===== src/rtl/olist_pkg.sv =====
// olist_pkg: types and codes shared by the ordered list engine
// request and result transaction structs, operation codes, allocator control
// no dependencies
`default_nettype none

package olist_pkg;

    localparam int VALUE_W = 32;
    localparam int FUNC_W  = 2;
    localparam int POS_W   = 6;
    localparam int COUNT_W = 7;

    localparam logic [FUNC_W-1:0] FUNC_INSERT = 2'd0;
    localparam logic [FUNC_W-1:0] FUNC_SEARCH = 2'd1;
    localparam logic [FUNC_W-1:0] FUNC_REMOVE = 2'd2;

    typedef struct packed {
        logic [FUNC_W-1:0]         func;
        logic signed [VALUE_W-1:0] value;
    } request_t;

    typedef struct packed {
        logic               success;
        logic [POS_W-1:0]   position;
        logic               is_empty;
        logic [COUNT_W-1:0] entry_count;
    } result_t;

    typedef struct packed {
        logic pop;
        logic push;
    } alloc_ctrl_t;

endpackage

`default_nettype wire


===== src/rtl/olist_ram.sv =====
// olist_ram: generic single write port, single read port ram, registered read
// no dependencies
`default_nettype none

module olist_ram #(
    parameter int WIDTH = 32,
    parameter int DEPTH = 64
) (
    input  wire logic                     clk,
    input  wire logic                     we,
    input  wire logic [$clog2(DEPTH)-1:0] waddr,
    input  wire logic [WIDTH-1:0]         wdata,
    input  wire logic [$clog2(DEPTH)-1:0] raddr,
    output logic      [WIDTH-1:0]         rdata
);

    logic [WIDTH-1:0] mem [DEPTH];

    always_ff @(posedge clk)
    begin
        if (we)
        begin
            mem[waddr] <= wdata;
        end
        rdata <= mem[raddr];
    end

endmodule

`default_nettype wire


===== src/rtl/olist_alloc.sv =====
// olist_alloc: slot allocator, fresh slot counter plus a stack of released slots
// depends on olist_pkg and olist_ram
`default_nettype none

module olist_alloc
    import olist_pkg::*;
#(
    parameter int CAPACITY = 64
) (
    input  wire logic                        clk,
    input  wire logic                        rst_n,
    input  wire alloc_ctrl_t                 ctrl,
    input  wire logic [$clog2(CAPACITY)-1:0] push_slot,
    output logic      [$clog2(CAPACITY)-1:0] slot
);

    localparam int IDX_W = $clog2(CAPACITY);
    localparam int CNT_W = $clog2(CAPACITY + 1);

    logic [CNT_W-1:0] sp_reg, sp_next;
    logic [CNT_W-1:0] fresh_reg, fresh_next;
    logic             from_stack_reg, from_stack_next;
    logic [IDX_W-1:0] fresh_slot_reg, fresh_slot_next;
    logic [CNT_W-1:0] sp_dec;
    logic [IDX_W-1:0] stack_rdata;

    assign sp_dec = sp_reg - CNT_W'(1);

    olist_ram #(
        .WIDTH(IDX_W),
        .DEPTH(CAPACITY)
    ) u_stack (
        .clk  (clk),
        .we   (ctrl.push),
        .waddr(sp_reg[IDX_W-1:0]),
        .wdata(push_slot),
        .raddr(sp_dec[IDX_W-1:0]),
        .rdata(stack_rdata)
    );

    always_comb
    begin
        sp_next         = sp_reg;
        fresh_next      = fresh_reg;
        from_stack_next = from_stack_reg;
        fresh_slot_next = fresh_slot_reg;
        if (ctrl.push)
        begin
            sp_next = sp_reg + CNT_W'(1);
        end
        else if (ctrl.pop)
        begin
            if (sp_reg != '0)
            begin
                sp_next         = sp_dec;
                from_stack_next = 1'b1;
            end
            else
            begin
                fresh_slot_next = fresh_reg[IDX_W-1:0];
                fresh_next      = fresh_reg + CNT_W'(1);
                from_stack_next = 1'b0;
            end
        end
    end

    always_ff @(posedge clk or negedge rst_n)
    begin
        if (!rst_n)
        begin
            sp_reg         <= '0;
            fresh_reg      <= '0;
            from_stack_reg <= 1'b0;
            fresh_slot_reg <= '0;
        end
        else
        begin
            sp_reg         <= sp_next;
            fresh_reg      <= fresh_next;
            from_stack_reg <= from_stack_next;
            fresh_slot_reg <= fresh_slot_next;
        end
    end

    assign slot = from_stack_reg ? stack_rdata : fresh_slot_reg;

    // released slots can never outnumber slots handed out
    assert property (@(posedge clk) disable iff (!rst_n) sp_reg <= fresh_reg)
        else $error("olist_alloc: free stack deeper than slots handed out");

    assert property (@(posedge clk) disable iff (!rst_n)
        fresh_reg <= CNT_W'(CAPACITY))
        else $error("olist_alloc: fresh slot counter past capacity");

    assert property (@(posedge clk) disable iff (!rst_n)
        !(ctrl.pop && ctrl.push))
        else $error("olist_alloc: pop and push in the same cycle");

endmodule

`default_nettype wire


===== src/rtl/ordered_list_engine.sv =====
// ordered_list_engine: bounded linked list of signed words, newest first
// depends on olist_pkg, olist_ram and olist_alloc
//
// usage:
//   a request transaction (func, value) is taken at a rising edge with start
//   high and busy low. insert puts the value at the head, search finds the
//   first equal entry from the head, remove unlinks the first equal entry.
//   busy stays high while a request is in work.
//   one result transaction per request: done is high for exactly one cycle
//   with success, position, is_empty and entry_count on result. the
//   receiver cannot stall, so the result is taken in that cycle.
// a full insert, a search or remove on an empty list and an unknown func
// finish at once: done rises at the accepting edge and busy never rises.
//   an insert passes through ST_ALLOC, which writes the value and link, and a
//   search or remove walks from the head to the first equal entry or the last one.
// busy is low again from the edge that raises done, so the next request
//   can be taken after that edge.
//   the walk does one compare per cycle, set by the registered read of
//   the value and link rams that chase the next pointer.
// reset empties the list at once; no clearing pass is needed.
`default_nettype none

module ordered_list_engine
    import olist_pkg::*;
#(
    parameter int CAPACITY   = 64,
    parameter int DATA_WIDTH = 32
) (
    input  wire logic     clk,
    input  wire logic     rst_n,
    input  wire logic     start,
    output logic          busy,
    input  wire request_t request,
    output logic          done,
    output result_t       result
);

    localparam int IDX_W = $clog2(CAPACITY);
    localparam int CNT_W = $clog2(CAPACITY + 1);

    typedef enum logic [1:0] {
        ST_IDLE,
        ST_ALLOC,
        ST_WALK
    } state_t;

    state_t                state_reg, state_next;
    logic [FUNC_W-1:0]     func_reg, func_next;
    logic [DATA_WIDTH-1:0] value_reg, value_next;
    logic [IDX_W-1:0]      head_reg, head_next;
    logic [CNT_W-1:0]      count_reg, count_next;
    logic [IDX_W-1:0]      k_reg, k_next;
    logic [IDX_W-1:0]      cur_reg, cur_next;
    logic [IDX_W-1:0]      prev_reg, prev_next;
    logic                  done_reg, done_next;
    result_t               result_reg, result_next;

    logic                  finish;
    logic                  fin_success;
    logic [IDX_W-1:0]      fin_pos;

    logic                  val_we;
    logic                  link_we;
    logic [IDX_W-1:0]      link_waddr;
    logic [IDX_W-1:0]      link_wdata;
    logic [IDX_W-1:0]      rd_addr;
    logic [DATA_WIDTH-1:0] rd_value;
    logic [IDX_W-1:0]      rd_link;

    alloc_ctrl_t           alloc_ctrl;
    logic [IDX_W-1:0]      alloc_slot;

    olist_ram #(
        .WIDTH(DATA_WIDTH),
        .DEPTH(CAPACITY)
    ) u_values (
        .clk  (clk),
        .we   (val_we),
        .waddr(alloc_slot),
        .wdata(value_reg),
        .raddr(rd_addr),
        .rdata(rd_value)
    );

    olist_ram #(
        .WIDTH(IDX_W),
        .DEPTH(CAPACITY)
    ) u_links (
        .clk  (clk),
        .we   (link_we),
        .waddr(link_waddr),
        .wdata(link_wdata),
        .raddr(rd_addr),
        .rdata(rd_link)
    );

    olist_alloc #(
        .CAPACITY(CAPACITY)
    ) u_alloc (
        .clk      (clk),
        .rst_n    (rst_n),
        .ctrl     (alloc_ctrl),
        .push_slot(cur_reg),
        .slot     (alloc_slot)
    );

    assign rd_addr = (state_reg == ST_WALK) ? rd_link : head_reg;

    always_comb
    begin
        state_next  = state_reg;
        func_next   = func_reg;
        value_next  = value_reg;
        head_next   = head_reg;
        count_next  = count_reg;
        k_next      = k_reg;
        cur_next    = cur_reg;
        prev_next   = prev_reg;
        done_next   = 1'b0;
        result_next = result_reg;
        finish      = 1'b0;
        fin_success = 1'b0;
        fin_pos     = '0;
        val_we      = 1'b0;
        link_we     = 1'b0;
        link_waddr  = alloc_slot;
        link_wdata  = head_reg;
        alloc_ctrl  = '0;

        case (state_reg)
            ST_IDLE:
            begin
                if (start)
                begin
                    func_next  = request.func;
                    value_next = DATA_WIDTH'(request.value);
                    k_next     = '0;
                    cur_next   = head_reg;
                    prev_next  = head_reg;
                    case (request.func)
                        FUNC_INSERT:
                        begin
                            if (count_reg == CNT_W'(CAPACITY))
                            begin
                                finish = 1'b1;
                            end
                            else
                            begin
                                alloc_ctrl.pop = 1'b1;
                                state_next     = ST_ALLOC;
                            end
                        end
                        FUNC_SEARCH, FUNC_REMOVE:
                        begin
                            if (count_reg == '0)
                            begin
                                finish = 1'b1;
                            end
                            else
                            begin
                                state_next = ST_WALK;
                            end
                        end
                        default:
                        begin
                            finish = 1'b1;
                        end
                    endcase
                end
            end
            ST_ALLOC:
            begin
                val_we      = 1'b1;
                link_we     = 1'b1;
                head_next   = alloc_slot;
                count_next  = count_reg + CNT_W'(1);
                fin_success = 1'b1;
                finish      = 1'b1;
                state_next  = ST_IDLE;
            end
            ST_WALK:
            begin
                if (rd_value == value_reg)
                begin
                    fin_success = 1'b1;
                    finish      = 1'b1;
                    state_next  = ST_IDLE;
                    if (func_reg == FUNC_SEARCH)
                    begin
                        fin_pos = k_reg;
                    end
                    else
                    begin
                        if (k_reg == '0)
                        begin
                            head_next = rd_link;
                        end
                        else
                        begin
                            link_we    = 1'b1;
                            link_waddr = prev_reg;
                            link_wdata = rd_link;
                        end
                        alloc_ctrl.push = 1'b1;
                        count_next      = count_reg - CNT_W'(1);
                    end
                end
                else if (CNT_W'(k_reg) + CNT_W'(1) == count_reg)
                begin
                    finish     = 1'b1;
                    state_next = ST_IDLE;
                end
                else
                begin
                    k_next    = k_reg + IDX_W'(1);
                    prev_next = cur_reg;
                    cur_next  = rd_link;
                end
            end
            default:
            begin
                state_next = ST_IDLE;
            end
        endcase

        if (finish)
        begin
            done_next               = 1'b1;
            result_next.success     = fin_success;
            result_next.position    = POS_W'(fin_pos);
            result_next.is_empty    = (count_next == '0);
            result_next.entry_count = COUNT_W'(count_next);
        end
    end

    always_ff @(posedge clk or negedge rst_n)
    begin
        if (!rst_n)
        begin
            state_reg  <= ST_IDLE;
            func_reg   <= '0;
            value_reg  <= '0;
            head_reg   <= '0;
            count_reg  <= '0;
            k_reg      <= '0;
            cur_reg    <= '0;
            prev_reg   <= '0;
            done_reg   <= 1'b0;
            result_reg <= '0;
        end
        else
        begin
            state_reg  <= state_next;
            func_reg   <= func_next;
            value_reg  <= value_next;
            head_reg   <= head_next;
            count_reg  <= count_next;
            k_reg      <= k_next;
            cur_reg    <= cur_next;
            prev_reg   <= prev_next;
            done_reg   <= done_next;
            result_reg <= result_next;
        end
    end

    assign busy   = (state_reg != ST_IDLE);
    assign done   = done_reg;
    assign result = result_reg;

    assert property (@(posedge clk) disable iff (!rst_n) done_reg |-> !busy)
        else $error("ordered_list_engine: result strobe while still busy");

    assert property (@(posedge clk) disable iff (!rst_n)
        count_reg <= CNT_W'(CAPACITY))
        else $error("ordered_list_engine: entry count past capacity");

    assert property (@(posedge clk) disable iff (!rst_n)
        (state_reg == ST_WALK) |-> (CNT_W'(k_reg) < count_reg))
        else $error("ordered_list_engine: walk ran past the last entry");

    assert property (@(posedge clk) disable iff (!rst_n)
        (state_reg == ST_ALLOC) |-> (count_reg < CNT_W'(CAPACITY)))
        else $error("ordered_list_engine: insert started on a full list");

endmodule

`default_nettype wire


===== config.mk =====
export PLATFORM = sky130hd
export DESIGN_NAME = ordered_list_engine
export DESIGN_NICKNAME = d
export VERILOG_FILES = /design/src/rtl/olist_pkg.sv /design/src/rtl/olist_ram.sv /design/src/rtl/olist_alloc.sv /design/src/rtl/ordered_list_engine.sv
export SDC_FILE = /design/constraint.sdc
export NUM_CORES = 2
export LEC_CHECK = 0
export ABC_AREA = 0
export BUFFER_PORTS_ARGS = -buffer_cell sky130_fd_sc_hd__buf_4
export CAP_MARGIN = 20
export CORE_ASPECT_RATIO = 1.25
export CORE_MARGIN = 3
export CORE_UTILIZATION = 25
export DETAILED_ROUTE_END_ITERATION = 6
export PLACE_DENSITY_LB_ADDON = 0.3
export SYNTH_ARGS = -nofsm -noshare
export SYNTH_HDL_FRONTEND = slang
export SYNTH_SLANG_ARGS = --single-unit
export TNS_END_PERCENT = 20

===== constraint.sdc =====
create_clock -name clk -period 7.14 [get_ports clk]
set_input_delay 0.357 -clock clk [delete_from_list [all_inputs] [get_ports clk]]
set_output_delay 0.357 -clock clk [all_outputs]
set_load 0.02 [all_outputs]

==> results.md <==
- First-iteration detailed-routing DRC count: 5612
- CP arrival: 6.03 ns
- Layout Utilization: 29.5%
- Slowest cell on crit path: a211oi_1
- Die X: 613 µm
- CTS resizes: 0
- CP Launch Type: register
- CP most frequent cell: buf_4
- Initial antenna violation count: 14
- Mean post-synth cell area: 20.4 µm²
- Largest register FFs: 2048
- Worst hold path class: in2async
- Congestion Overflow GR: 0
- Synth Net Count: 5698
- CP startpoint: state_reg[0]
- Hold Slack: 0.104 ns
- Reg-to-Reg End: u_values.rdata[26]
- Syn Inst Count: 5646
- FF-to-FF setup slack: 1.89 ns
- Filler cells: 44700
- Worst-path clk slew: 0.06 ns
- Final instance area: 135000 µm²
- Critical path class: reg2reg
- DR DRC count: 0
- Dpl cells: 11600
- Post-DR vias/cell: 4.69
- Crit path max fanout: 29
- Final setup vio count: 0
- Largest reg by FF count: u_values.mem
- Largest area contributor in the netlist: edfxtp_1
- Total number of H-tree levels: 5
- Routed Antenna Nets: 0
- Placed Area: 125000 µm²
- Mapped Area: 115000 µm²
- # rows: 278
- CP Cell Sequence: inv_1 > ha_2 > buf_4 > nor2b_1 > a21oi_4 > buf_4 > buf_4 > mux4_2 > and2_1 > a211oi_1 > a31oi_1 > a211oi_1 > a21oi_1
- Most frequent cells in the layout: edfxtp_1, mux4_2, nand2_1, clkbuf_16, buf_4
- GRT Util Overall: 13.5%
- Clock Latency Late Sink: 0.96 ns
- Sequential cell area fraction in the yosys report: 76.3%
- Setup Buffers After CTS: 0
- Final setup margin: 1.89 ns
- Synth area leaders: edfxtp_1, mux4_2, dfrtp_1, nand2_1, a211oi_1
- First-pass GRT wire length: 460000 µm
- Clock skew: 0.0642 ns
- Slew headroom: 21.6%
- Total iterations of the first detailed-routing run: 5
- Worst setup path end: u_values.rdata[26]
- Routability cong.: 0.765
- Port-buffer cells: 53
- Commonest non-fill, non-tap cell in the layout: edfxtp_1
- Most used DFF post-synth: edfxtp_1
- Crit. path cell count: 13
- Max Root-Sink Buffers: 4
- Tmin final: 5.25 ns
- Largest net degree at the start of global routing: 98
- Flops & latches, synth: 2963
- Nets: 6019
- Post-route insts no fill: 12200
- Io pins: 54
- Buf+Inv Stages, Crit Path: 4
- Worst Reg2Reg Path Length in Cells: 13
- DRT Wirelength: 324000 µm
- RSZ-0062 raised after global routing: false
- Clk sinks: 2963
- Post-synth top area share: 73.3%
- Max VDD drop: 0.000423 V
- CP top delay family: compound AO/OA/AOI/OAI gates
- Pleak: 42.1 nW
- CTS Hold Bufs: 36
- TritonCTS clock tree: done
- Area Overhead vs Synth: 17.4%
- Fin crit share: 73.5%
- Wire length per cell: 26.5 µm
- RR Startpoint: state_reg[0]
- Hold Fails Final Rpt: 0
- Final Max Tran Viols: 0
- Max-cap violations: 0
- Worst path max stage delay: 1.01 ns
- Core footprint: 459000 µm²
- Top flop regs: u_values.mem (2048), u_alloc.u_stack.mem (384), u_links.mem (384)
- Status: completed
- DIE AREA: 469000 µm²
- Yosys warns: 0
- Root Driver: clkbuf_16
- Die height: 765 µm
- TNS Setup: 0 ns
- Vias: 57400
- Vias in the first global route: 60300
- Post-detail-place hpwl: 187000 µm
- Least-Margin Pin Slew: 1.17 ns
- Final Power: 60.2 mW
- Nature of the critical path endpoint: register
- Synth cell types: 69
- Initial Util: 25.1%
- Power Density: 445 nW/µm²
- Pre-CTS setup slack: 1.90 ns
- Fmax: 190 MHz
- Worst Path Required: 7.92 ns
- Post-synth EDFFs: 2816
- Clock buffer count from CTS: 319
- Async SR Flop Fraction: 3.48%
- Share of cells above drive strength 1: 26.9%
## cells in the mapped netlist, types with 3 or more instances
cell,instances
edfxtp_1,2816
mux4_2,734
nand2_1,431
nor2_1,224
a211oi_1,185
clkbuf_1,174
and2_1,152
dfrtp_1,103
a21oi_1,100
buf_2,99
a311oi_1,78
a31oi_1,76
mux2_2,48
dfxtp_1,44
nand3_1,43
o21ai_0,40
xor2_1,40
buf_1,37
inv_1,22
buf_4,19
ha_1,15
nor3_1,14
xnor2_1,14
or3_1,12
nand2b_1,10
mux2i_1,9
nor2b_1,9
nor4_1,7
o211ai_1,7
and3_1,6
nand3b_1,6
nor4_2,6
o21ai_1,5
a31oi_2,4
mux2_1,4
or2_2,4
or4_1,4
a22o_1,3
o21ai_2,3
o22ai_1,3
## report_power, final
| part | leakage, nW | switching, mW | internal, mW |
|---|---|---|---|
| Clock | 4.97 | 6.84 | 9.39 |
| Combinational | 10.1 | 13.8 | 7.52 |
| Sequential | 27.1 | 0.555 | 22.1 |
## layout make-up
class / count / area (µm²) / share of cell area, %
Sequential cell: 2963 / 88100 / 65.1
Multi-Input combinational cell: 2330 / 26400 / 19.5
Clock buffer: 410 / 8460 / 6.25
Tap cell: 6020 / 7530 / 5.57
Timing Repair Buffer: 330 / 3020 / 2.23
Clock inverter: 165 / 1710 / 1.26
Inverter: 23 / 86.3 / 0.0638
Antenna cell: 6 / 15.0 / 0.0111
## cells by family (layout without fill, tap and decap cells)
logic type      count (synthesis)  in the layout  share of synthesized area (%)
compound gates                525            525                           3.16
other cells                     0              6                              0
buf+inv                       353            928                           1.32
flops                        2963           2963                           76.3
mux                           795            795                           14.9
simple gates                  941            941                           3.69
fa+ha+maj                      15             15                          0.163
xor+xnor                       54             54                          0.410
## worst min path at each step
stage / start / endpoint / cells past startpoint
2_1_floorplan: rst_n / count_reg[0] / 0
3_3_place_gp: u_alloc.fresh_reg[5] / u_alloc.fresh_reg[5] / 1
3_5_place_dp: u_alloc.sp_reg[6] / u_alloc.sp_reg[6] / 1
4_1_cts: rst_n / result[5] / 2
5_1_grt: rst_n / result[2] / 2
6_report: rst_n / result[5] / 2
## per-layer routing
| metal | vias to the layer above | global-route usage, % | wire, µm |
|---|---|---|---|
| li1 | 23900 | - | - |
| met1 | 31500 | 17.4 | 133000 |
| met2 | 1559 | 24.0 | 168000 |
| met3 | 430 | 1.54 | 14500 |
| met4 | 0 | 3.69 | 8620 |
| met5 | - | 0 | 0 |
Note: power is estimated with default switching activity, not from simulation.
